--- src/hw/rtl/ctxid_pkg.sv ---
// ============================================================================
// ctxid_pkg
// Shared types, codes and constants of the context-ID table.
// ============================================================================
package ctxid_pkg;

    localparam int DEF_TABLE_SLOTS = 64;
    localparam int DEF_ID_LIMIT    = 4096;

    localparam int ID_W     = 12;
    localparam int ADDR_W   = 64;
    localparam int CNT_W    = 32;
    localparam int SLOT_W   = 6;
    localparam int IN_W     = 216;
    localparam int OUT_W    = 352;
    localparam int CFG_IDX_W = 1;

    localparam logic [ID_W-1:0]   ID_FIRST  = 12'd1;
    localparam logic [ADDR_W-1:0] PAGE_MASK = 64'hFFF;

    // configuration register indexes
    localparam logic [CFG_IDX_W-1:0] CFG_ID_EN  = 1'd0;
    localparam logic [CFG_IDX_W-1:0] CFG_INV_EN = 1'd1;

    typedef enum logic [2:0] {
        OP_ALLOC  = 3'd0,
        OP_FREE   = 3'd1,
        OP_SWITCH = 3'd2,
        OP_INVAL  = 3'd3,
        OP_SETG   = 3'd4,
        OP_QUERYG = 3'd5,
        OP_READ   = 3'd6,
        OP_CLEAR  = 3'd7
    } t_op;

    // invalidate kinds
    localparam logic [1:0] KIND_ADDR    = 2'd0;
    localparam logic [1:0] KIND_CTX     = 2'd1;
    localparam logic [1:0] KIND_ALL     = 2'd2;
    localparam logic [1:0] KIND_NONGLOB = 2'd3;

    localparam logic [1:0] ST_DONE     = 2'd0;
    localparam logic [1:0] ST_DISABLED = 2'd1;
    localparam logic [1:0] ST_NOMATCH  = 2'd2;

    typedef enum logic [2:0] {
        S_IDLE,
        S_START,
        S_READ,
        S_EVAL,
        S_FINISH
    } t_state;

    // one input beat, last field in the low bits
    typedef struct packed {
        logic [ADDR_W-1:0] time_now;
        logic [SLOT_W-1:0] slot;
        logic              global_flag;
        logic [ADDR_W-1:0] lin_addr;
        logic [1:0]        flush_kind;
        logic [ADDR_W-1:0] pt_base;
        logic [ID_W-1:0]   context_id;
        t_op               req_type;
    } t_req;

    // one output beat, last field in the low bits
    typedef struct packed {
        logic [3:0]        pad;
        logic [CNT_W-1:0]  invalidate_count;
        logic [CNT_W-1:0]  switch_count;
        logic [CNT_W-1:0]  total_flushes;
        logic [ADDR_W-1:0] entry_stamp;
        logic [CNT_W-1:0]  entry_flushes;
        logic              entry_active;
        logic [ADDR_W-1:0] entry_base;
        logic [ID_W-1:0]   entry_id;
        logic              global_out;
        logic [ADDR_W-1:0] combined_value;
        logic [ID_W-1:0]   result_id;
        logic [1:0]        status;
    } t_res;

    // one table entry as stored in memory
    typedef struct packed {
        logic [ID_W-1:0]   id;
        logic [ADDR_W-1:0] base;
        logic [CNT_W-1:0]  flushes;
        logic [ADDR_W-1:0] stamp;
    } t_entry;

    typedef struct packed {
        logic latch;
        logic start;
        logic rd;
        logic ev;
        logic fin;
    } t_cmd;

    typedef struct packed {
        logic need_scan;
        logic first_only;
        logic hit;
        logic last;
        logic out_free;
    } t_sts;

endpackage

--- src/hw/rtl/ctxid_ctrl.sv ---
// ============================================================================
// ctxid_ctrl
// Sequencer: takes a request, walks the table slot by slot, hands off result.
// ============================================================================
module ctxid_ctrl (
    input  logic              i_clk,
    input  logic              i_rst_n,
    input  logic              i_valid,
    output logic              o_ready,
    input  ctxid_pkg::t_sts   i_sts,
    output ctxid_pkg::t_cmd   o_cmd
);

    ctxid_pkg::t_state r_state, n_state;

    always_ff @(posedge i_clk) begin
        if (!i_rst_n) begin
            r_state <= ctxid_pkg::S_IDLE;
        end else begin
            r_state <= n_state;
        end
    end

    always_comb begin
        n_state = r_state;
        case (r_state)
            ctxid_pkg::S_IDLE: begin
                if (i_valid) n_state = ctxid_pkg::S_START;
            end
            ctxid_pkg::S_START: begin
                n_state = i_sts.need_scan ? ctxid_pkg::S_READ : ctxid_pkg::S_FINISH;
            end
            ctxid_pkg::S_READ: begin
                n_state = ctxid_pkg::S_EVAL;
            end
            ctxid_pkg::S_EVAL: begin
                if ((i_sts.hit && i_sts.first_only) || i_sts.last)
                    n_state = ctxid_pkg::S_FINISH;
                else
                    n_state = ctxid_pkg::S_READ;
            end
            ctxid_pkg::S_FINISH: begin
                if (i_sts.out_free) n_state = ctxid_pkg::S_IDLE;
            end
            default: n_state = ctxid_pkg::S_IDLE;
        endcase
    end

    always_comb begin
        o_cmd   = '0;
        o_ready = 1'b0;
        case (r_state)
            ctxid_pkg::S_IDLE: begin
                o_ready     = 1'b1;
                o_cmd.latch = i_valid;
            end
            ctxid_pkg::S_START:  o_cmd.start = 1'b1;
            ctxid_pkg::S_READ:   o_cmd.rd    = 1'b1;
            ctxid_pkg::S_EVAL:   o_cmd.ev    = 1'b1;
            ctxid_pkg::S_FINISH: o_cmd.fin   = i_sts.out_free;
            default: o_cmd = '0;
        endcase
    end

endmodule

--- config.mk ---
export PLATFORM = sky130hd
export DESIGN_NAME = ctxid_ctrl
export DESIGN_NICKNAME = d
export VERILOG_FILES = /design/src/hw/rtl/ctxid_pkg.sv /design/src/hw/rtl/ctxid_ctrl.sv
export SDC_FILE = /design/constraint.sdc
export NUM_CORES = 1
export LEC_CHECK = 0
export ABC_AREA = 1
export BUFFER_PORTS_ARGS = -buffer_cell sky130_fd_sc_hd__buf_4
export CAP_MARGIN = 20
export CORE_AREA = 2 2 39 41
export DETAILED_ROUTE_END_ITERATION = 10
export DIE_AREA = 0 0 41 43
export PLACE_DENSITY_LB_ADDON = 0.3
export SLEW_MARGIN = 20
export SYNTH_ARGS = -nofsm -noshare
export SYNTH_HDL_FRONTEND = slang
export SYNTH_SLANG_ARGS = --single-unit
export TNS_END_PERCENT = 20
--- constraint.sdc ---
create_clock -name i_clk -period 1 [get_ports i_clk]
set_input_delay 0.2 -clock i_clk [delete_from_list [all_inputs] [get_ports i_clk]]
set_output_delay 0.2 -clock i_clk [all_outputs]
set_load 0.03 [all_outputs]
==> results of run 1 <==
[cell type report]
class / instances / area (um^2) / area share [%]
clock buffer: 4 / 26.3 / 5.51
inverter: 12 / 45.0 / 9.45
multi-input combinational: 23 / 151 / 31.8
sequential: 3 / 68.8 / 14.4
tap: 16 / 20.0 / 4.20
timing repair buffer: 19 / 165 / 34.6
[path summary, 6_finish.rpt]
path                                           endpoint  slack [ns]
worst max-delay path                           o_cmd[0]       -0.23
worst min-delay path            r_state[2]$_SDFFE_PN0P_        0.17
worst max register to register  r_state[2]$_SDFFE_PN0P_       -0.02
worst min register to register  r_state[0]$_SDFFE_PN0P_        0.62
[worst min-delay path, delay by kind of cell]
family | cells | cell delay, ns
AND/OR/NAND/NOR | 1 | 0.05
buffers and inverters | 2 | 0.13
[synthesized netlist by cell type]
master    instances
nand3_1           3
nor4_1            1
nand2_2           1
nand2_1           9
nor2_4            1
inv_1            12
o211ai_1          1
nand4_1           2
dfxtp_1           3
nor2_1            5
[kinds of logic after synthesis]
kind of cell | after synthesis
buf+inv | 12
simple gates | 22
compound gates | 1
flops | 3
[routing by layer]
layer	vias up	track usage, %	share of wire (%)
li1	161	-	-
met1	117	9.62	42
met2	8	10.3	50
met5	-	0	0
met4	0	8.00	0
met3	0	3.14	8.2
[per-stage QoR]
stage	power (uW)	instance area, um^2	util (%)	hold WS (ns)
after floorplan	245	245	-	0.298
after global placement	327	400	28.9	0.403
after detailed placement	328	400	28.9	0.412
after CTS	556	442	31.9	0.166
after global routing	606	477	34.4	0.171
final	562	477	34.4	0.170
[power breakdown]
| group | leakage (uW) | total [uW] | internal (uW) | switching, uW |
|---|---|---|---|---|
| clock network | 0.0000150 | 210 | 149 | 61.0 |
| logic | 0.000229 | 206 | 101 | 104 |
| registers | 0.0000264 | 146 | 129 | 16.9 |
[timing repair]
| item | CTS | global route |
|---|---|---|
| pin swaps | 0 | 2 |
| setup buffers | 0 | 1 |
| gates resized for setup | 5 | 8 |
| endpoints found under the setup margin | 6 | 9 |
| hold endpoints to repair | 0 | 0 |
==> metrics.md, run 1 <==
| Metric | Value |
|---|---|
| Status | `complete, but fails checks` |
| Violated checks | `negative setup slack` |
| Worst-margin pin slew | `0.205 ns` |
| Biggest regs | `r_state (3)` |
| Worst-Skew Late Latency | `0.23 ns` |
| Largest net degree at the start of global routing | `8` |
| CTS Root Cell | `clkbuf_4` |
| Cell area after synthesis | `216 um^2` |
| Delay-heaviest family, CP | `flip-flops` |
| Reg-to-Reg Start | `r_state[0]$_SDFFE_PN0P_` |
| Fin cells | `77` |
| Syn Area/Cell | `5.70 um^2` |
| Critical path class | `reg -> out` |
| PD cells | `1180 mW/mm^2` |
| Vias/cell | `3.71` |
| Post-DRT Antenna Nets | `0` |
| Die width | `41 um` |
| Worst path bufs/invs | `1` |
| Most frequent cells in the layout | `buf_4, inv_1, nand2_1, buf_6` |
| Post-Synth Simple-Gate Area | `48.0%` |
| Total number of yosys warnings | `0` |
| Overflow left after global routing | `0` |
| Synth Area in Adders | `0%` |
| Max_slew headroom | `86.2%` |
| Tmin final | `1.23 ns` |
| FF-to-FF path depth | `8` |
| Post-Route WL | `561 um` |
| Core ar. | `0.00138 mm^2` |
| Cell count of the worst hold path | `3` |
| CTS clk-pin slew, worst paths | `0.04 ns` |
| CTS tree | `built` |
| Slowest-stage cell, CP | `dfxtp_4` |
| First-pass GRT wire length | `910 um` |
| Vias post-DR | `286` |
| Seq cells post-synth | `3` |
| Synth unique cells | `10` |
| DRC | `0` |
| Commonest non-fill, non-tap cell in the layout | `buf_4` |
| Synth area leader | `dfxtp_1` |
| Endpoints failing setup | `8` |
| Crit-path max cell delay | `0.35 ns` |
| Leak pwr | `0.000271 uW` |
| Number of fillers in the final layout | `147` |
| IO Pins | `14` |
| Share of layout cells above drive strength 1 | `54.1%` |
| F_max | `0.815 GHz` |
| Hold violation total from the final report | `0` |
| Die Y | `43 um` |
| Hold/Removal Path Class | `in -> reg` |
| Initial antenna violation count | `0` |
| WL per Instance | `7.29 um` |
| Biggest register | `r_state` |
| Hold_buf cts | `0` |
| Compound-Gate Fraction of Synth Area | `3.47%` |
| Setup TNS | `-1.22 ns` |
| Hold wc startpoint | `i_rst_n` |
| Fin crit share | `123%` |
| IO Port Bufs | `13` |
| Critical Path AT | `1.03 ns` |
| DR iter-0 viols | `0` |
| Worst setup EP type | `primary output` |
| Hpwl dp | `457 um` |
| Post-synthesis sequential area ratio | `27.7%` |
| Max FFs per register | `3` |
| Setup slack after layout | `-0.226 ns` |
| CP Max Fanout | `3` |
| Crit path required time | `0.80 ns` |
| Area contributors post-synth | `dfxtp_1, inv_1, nand2_1, nor2_1, nand3_1` |
| Worst path depth | `2` |
| Largest family of logic cells by synthesized area | `simple AND/OR/NAND/NOR gates` |
| Inst Count DP | `72` |
| CP Cell Sequence | `nor4_4 > buf_6` |
| Clk sinks | `3` |
| XOR/XNOR Fraction of Synth Area | `0%` |
| ANT cells | `0` |
| Vias in the first global route | `246` |
| Top-area cell type share of the netlist area | `27.7%` |
| Nets | `70` |
| Clk buf depth | `2` |
| Gpl congestion | `0.664` |
| Mux contribution to synthesized area | `0%` |
| Worst vdd ir | `0.000412 V` |
| # Max-Cap Violations | `0` |
| Row count | `14` |
| RSZ-0062 raised after global routing | `true` |
| DIE AREA | `0.00176 mm^2` |
| Syn-to-layout area delta | `120%` |
| DRT Pass-1 Iters | `1` |
| Worst slack at placement | `-0.0589 ns` |
| Initial Util | `15.6%` |
| Slew Limit Fails | `0` |
| Critical Path Start | `r_state[0]$_SDFFE_PN0P_` |
| Skew final | `0.0000558 ns` |
| Post-synth net total | `46` |
| CTS H-Tree Depth | `1` |
| Total Routing Usage GR | `8.12%` |
| CTS Buf Count | `3` |
| Crit start category | `flop` |
| Syn Inst Count | `38` |
Note: power is estimated with default switching activity, not from simulation.
==> run 2: changes to the inputs <==
--- a/config.mk
+++ b/config.mk
@@ -9,3 +9,2 @@
 export BUFFER_PORTS_ARGS = -buffer_cell sky130_fd_sc_hd__buf_4
-export CAP_MARGIN = 20
 export CORE_AREA = 2 2 39 41
==> constraint.sdc (replaced) <==
create_clock -name i_clk -period 1 [get_ports i_clk]
set_input_delay 0.1 -clock i_clk [delete_from_list [all_inputs] [get_ports i_clk]]
set_output_delay 0.1 -clock i_clk [all_outputs]
set_load 0.03 [all_outputs]
==> run 2 against run 1 <==
The flow still finishes with violations (negative setup slack). Sequential power is essentially flat. Critical path depth is the same. Die area is the same. Clock power is essentially flat. Worst hold slack lost 0.10 ns. Clock skew grew 0.0029 ns. Register-to-register slack gained 0.07 ns. Global-route usage grew 0.092 points. Combinational power shrank 13%. Via count shrank 2.4%. Largest cell class is now multi-input combinational cells. Largest power group unchanged.
==> metrics.md, run 2 (synthesized netlist as in run 1, its figures left out) <==
| Metric | Value |
|---|---|
| Most frequent cells in the layout | `buf_4, inv_1, nand2_1, buf_6` |
| Row count | `14 (unchanged)` |
| Vias post-DR | `279 (-2.4%)` |
| CP Max Fanout | `5 (+2)` |
| Core ar. | `0.00138 mm^2 (unchanged)` |
| # Max-Cap Violations | `0 (unchanged)` |
| Violated checks | `negative setup slack` |
| Worst slack at placement | `-0.0157 ns (+0.0432 ns)` |
| Worst-margin pin slew | `0.211 ns (+0.00571 ns)` |
| Share of layout cells above drive strength 1 | `51.7% (-2.4 points)` |
| Endpoints failing setup | `6 (-2)` |
| Clock group share of total power | `38.9% (+1.4 points)` |
| Vias/cell | `3.77 (+1.5%)` |
| Initial Util | `15.6% (unchanged)` |
| Status | `complete, but fails checks` |
| DRC | `0 (unchanged)` |
| Nets | `67 (-4.3%)` |
| Internal | `363 uW (-4.3%)` |
| Setup slack after layout | `-0.141 ns (+0.0851 ns)` |
| Die width | `41 um (unchanged)` |
| Clk buf depth | `2 (unchanged)` |
| Placed cell area | `359 um^2 (-10%)` |
| Design area | `438 um^2 (-8.1%)` |
| Worst-Skew Late Latency | `0.23 ns (about the same)` |
| Vias in the first global route | `284 (+15%)` |
| CTS Buf Count | `3 (unchanged)` |
| Crit start category | `flop` |
| DIE AREA | `0.00176 mm^2 (unchanged)` |
| Final Util | `31.6% (-2.8 points)` |
| CTS H-Tree Depth | `1 (unchanged)` |
| DR iter-0 viols | `3 (+3)` |
| Tmin final | `1.14 ns (-0.0851 ns)` |
| WL per Instance | `7.32 um (+0.53%)` |
| WHS | `0.0701 ns (-0.100 ns)` |
| CTS Root Cell | `clkbuf_4` |
| CTS clk-pin slew, worst paths | `0.04 ns (about the same)` |
| Post-Route WL | `542 um (-3.4%)` |
| Max_slew headroom | `85.8% (-0.38 points)` |
| Hold violation total from the final report | `0 (unchanged)` |
| Crit path required time | `0.90 ns (+0.10 ns)` |
| Biggest register | `r_state` |
| Comb pwr share | `33.6% (-3.0 points)` |
| Commonest non-fill, non-tap cell in the layout | `buf_4` |
| Part of the power in registers | `27.5% (+1.6 points)` |
| Largest net degree at the start of global routing | `8 (unchanged)` |
| Biggest regs | `r_state (3)` |
| CTS tree | `built` |
| PD cells | `1220 mW/mm^2 (+3.9%)` |
| Hold/Removal Path Class | `in -> reg` |
| Clk sinks | `3 (unchanged)` |
| Sw frac | `32.3% (-0.19 points)` |
| Leak pwr | `0.000243 uW (-10%)` |
| Critical Path AT | `1.04 ns (about the same)` |
| RSZ-0062 raised after global routing | `true` |
| Max FFs per register | `3 (unchanged)` |
| Die Y | `43 um (unchanged)` |
| Hpwl dp | `455 um (-0.44%)` |
| DRT Pass-1 Iters | `4 (+3)` |
| Worst setup EP type | `primary output` |
| Post-DRT Antenna Nets | `0 (unchanged)` |
| Fin crit share | `114% (-8.5 points)` |
| IO Port Bufs | `13 (unchanged)` |
| Worst vdd ir | `0.000477 V (+16%)` |
| ANT cells | `0 (unchanged)` |
| Overflow left after global routing | `0 (unchanged)` |
| Critical path class | `reg -> out` |
| Skew final | `0.00295 ns (+0.00290 ns)` |
| F_max | `0.876 GHz (+7.5%)` |
| Initial antenna violation count | `0 (unchanged)` |
| First-pass GRT wire length | `945 um (+3.8%)` |
| Slew Limit Fails | `0 (unchanged)` |
| IO Pins | `14 (unchanged)` |
| Gpl congestion | `0.710 (+6.9%)` |
| Net switching power | `173 uW (-5.1%)` |
| Syn-to-layout area delta | `102%` |
| Total Routing Usage GR | `8.22% (+0.092 points)` |
| Hold_buf cts | `0 (unchanged)` |
| Total power | `536 uW (-4.5%)` |
## run 2: cell count changes in the layout (fill, tap and decap cells not counted)
cell / previous run / this run
buf_4: 13 / 11
buf_6: 6 / 5
inv_1: 11 / 10
inv_2: 1 / 2
nand2_2: 1 / 2
nand2_4: 1 / 0
nor2_1: 2 / 3
nor2_4: 3 / 2
## run 2: path summary, 6_finish.rpt
| path | from | end | slack (ns) | depth (start not counted) |
|---|---|---|---|---|
| worst min register to register | r_state[2]$_SDFFE_PN0P_ | r_state[0]$_SDFFE_PN0P_ | 0.60 | 3 |
| worst min-delay path | i_rst_n | r_state[2]$_SDFFE_PN0P_ | 0.07 | 3 |
| worst max-delay path | r_state[0]$_SDFFE_PN0P_ | o_cmd[0] | -0.14 | 2 |
| worst max register to register | r_state[0]$_SDFFE_PN0P_ | r_state[0]$_SDFFE_PN0P_ | 0.05 | 5 |
## run 2: layout make-up
type                       instances  area, um^2
fill                             166         946
multi-input combinational         23         139
timing repair buffer              16         139
sequential                         3        68.8
inverter                          12        45.0
clock buffer                       4        26.3
tap                               16        20.0
## run 2: worst max-delay path: stages (launching register included)
cell and delay (ns):
dfxtp_4 0.36, nor4_4 0.28, buf_6 0.17
## run 2: power groups by stage
stage	clock, uW	combinational [uW]	sequential [uW]
floorplan	0	92.2	145
CTS	222	170	145
detailed placement	0	155	147
finish	209	180	147
global route	232	197	149
global placement	0	154	147
## run 2: timing repair
action / in CTS / in global routing
endpoints found under the setup margin: 6 / 7
pin swaps: 1 / 0
resized for setup: 9 / 6
setup buffers: 2 / 0
## run 2: per-stage QoR
stage | setup TNS, ns | cells
4_1_cts | -0.671 | 74
3_3_place_gp | -0.0115 | 68
3_5_place_dp | -0.0162 | 68
2_1_floorplan | -0.131 | 38
5_1_grt | -0.828 | 74
6_report | -0.499 | 74
## run 2: routing by layer
layer	track usage (%)	vias up	part of all wire (%)
met3	3.14	0	7.0
met1	6.39	117	40
li1	-	154	-
met2	14.7	8	53
met5	0	-	0
met4	6.00	0	0
==> run 3: changes to the inputs <==
REMOVE_ABC_BUFFERS = 1   (was unset)
==> run 3 against run 2 <==
The flow still finishes with violations (negative setup slack). Wire length up 5.9%. Final cell count unchanged. Via count stayed put. Sequential share of layout area rose by 0.71 points. Cell area decreased by 0.86%. Clock skew fell by 0.0020 ns. Critical path depth is 1 higher. First-iteration DRC count is 67% lower. Critical endpoint unchanged. Highest routed layer unchanged.
==> metrics.md, run 3 (synthesized netlist as in run 1, its figures left out) <==
| Metric | Value |
|---|---|
| Critical Path AT | `1.03 ns (about the same)` |
| Most frequent cells in the layout | `buf_4, inv_1, nand2_1, buf_6` |
| Crit path required time | `0.90 ns (about the same)` |
| Status | `complete, but fails checks` |
| Worst-Skew Late Latency | `0.23 ns (about the same)` |
| Largest net degree at the start of global routing | `8 (unchanged)` |
| Worst vdd ir | `0.000375 V (-21%)` |
| WL per Instance | `7.76 um (+5.9%)` |
| FF-to-FF path depth | `7 (+2)` |
| Syn-to-layout area delta | `101%` |
| Vias in the first global route | `295 (+3.9%)` |
| DR iter-0 viols | `1 (-2)` |
| Post-Route WL | `574 um (+5.9%)` |
| IO Pins | `14 (unchanged)` |
| Critical path class | `reg -> out` |
| Total Routing Usage GR | `8.51% (+0.29 points)` |
| Inst Count DP | `69 (+1.5%)` |
| Gpl congestion | `0.661 (-6.9%)` |
| Initial antenna violation count | `0 (unchanged)` |
| Commonest non-fill, non-tap cell in the layout | `buf_4` |
| Nets | `67 (unchanged)` |
| Fin crit share | `113% (-0.91 points)` |
| Crit start category | `flop` |
| Post-DRT Antenna Nets | `0 (unchanged)` |
| DRC | `0 (unchanged)` |
| Biggest register | `r_state` |
| Max_slew headroom | `87.3% (+1.4 points)` |
| Die Y | `43 um (unchanged)` |
| F_max | `0.883 GHz (+0.80%)` |
| Hold violation total from the final report | `0 (unchanged)` |
| Vias post-DR | `279 (unchanged)` |
| Max FFs per register | `3 (unchanged)` |
| PD cells | `1230 mW/mm^2 (+0.60%)` |
| Cell count of the worst hold path | `3 (unchanged)` |
| CTS clk-pin slew, worst paths | `0.04 ns (about the same)` |
| Clk buf depth | `2 (unchanged)` |
| Skew final | `0.000925 ns (-0.00203 ns)` |
| Violated checks | `negative setup slack` |
| Hpwl dp | `460 um (+1.1%)` |
| Row count | `14 (unchanged)` |
| Setup slack after layout | `-0.132 ns (+0.00908 ns)` |
| Worst slack at placement | `0.0228 ns (+0.0385 ns)` |
| CTS tree | `built` |
| # Max-Cap Violations | `0 (unchanged)` |
| Initial Util | `15.6% (unchanged)` |
| Core ar. | `0.00138 mm^2 (unchanged)` |
| Worst setup EP type | `primary output` |
| Clk sinks | `3 (unchanged)` |
| ANT cells | `0 (unchanged)` |
| DRT Pass-1 Iters | `2 (-2)` |
| Die width | `41 um (unchanged)` |
| IO Port Bufs | `13 (unchanged)` |
| RSZ-0062 raised after global routing | `true` |
| CTS Root Cell | `clkbuf_4` |
| First-pass GRT wire length | `979 um (+3.6%)` |
| Worst-margin pin slew | `0.189 ns (-0.0216 ns)` |
| Endpoints failing setup | `6 (unchanged)` |
| Share of layout cells above drive strength 1 | `53.4% (+1.7 points)` |
| Hold/Removal Path Class | `in -> reg` |
| Slew Limit Fails | `0 (unchanged)` |
| Total power | `535 uW (-0.26%)` |
| DIE AREA | `0.00176 mm^2 (unchanged)` |
| Fin cells | `74 (unchanged)` |
| CTS H-Tree Depth | `1 (unchanged)` |
| CP Max Fanout | `4 (-1)` |
| Tmin final | `1.13 ns (-0.00908 ns)` |
| Vias/cell | `3.77 (unchanged)` |
| Biggest regs | `r_state (3)` |
| CTS Buf Count | `3 (unchanged)` |
| Overflow left after global routing | `0 (unchanged)` |
| Leak pwr | `0.000242 uW (-0.51%)` |
run 3: worst paths after layout:
check | startpoint | endpoint | slack, ns
worst min register to register | r_state[2]$_SDFFE_PN0P_ | r_state[0]$_SDFFE_PN0P_ | 0.58
worst max-delay path | r_state[2]$_SDFFE_PN0P_ | o_cmd[0] | -0.13
worst max register to register | r_state[2]$_SDFFE_PN0P_ | r_state[2]$_SDFFE_PN0P_ | 0.03
worst min-delay path | i_rst_n | r_state[1]$_SDFFE_PN0P_ | 0.07
run 3: report_power, final:
part           leakage (uW)  internal (uW)  switching, uW
sequential        0.0000267            127           18.2
combinational      0.000200           85.0           93.3
clock             0.0000150            149           61.6
total              0.000242            362            173
run 3: stage by stage:
step                      area [um^2]  hold WS (ns)  utilization (%)  setup TNS [ns]
after floorplan                   216         0.198                -          -0.626
after global placement            349         0.307             25.2               0
after detailed placement          349         0.307             25.2               0
after CTS                         428        0.0618             30.9          -0.663
after global routing              434        0.0636             31.4           -1.06
final                             434        0.0709             31.4          -0.616
run 3: layer usage:
metal	track usage (%)	share of wire, %	vias to the layer above
met2	14.1	57	5
met3	3.14	4.9	0
met5	0	0	-
met4	8.00	0	0
li1	-	-	153
met1	7.01	38	121
run 3: repair_timing:
| item | 4_1_cts | 5_1_grt |
|---|---|---|
| pin swaps | 2 | 3 |
| buffers inserted | 1 | 0 |
| gates resized for setup | 17 | 2 |
| setup endpoints to repair | 6 | 8 |
| hold buffers | 0 | 0 |
run 3: worst max-delay path, stage by stage, from the launching register on:
cell and delay, ns:
dfxtp_4 0.36, inv_2 0.05, nor4_2 0.20, buf_4 0.20
run 3: area by class of cell:
class	instances	area [um^2]
timing repair buffer	16	139
clock buffer	4	26.3
sequential	3	71.3
inverter	12	45.0
tap	16	20.0
multi-input combinational	23	133
fill	165	950
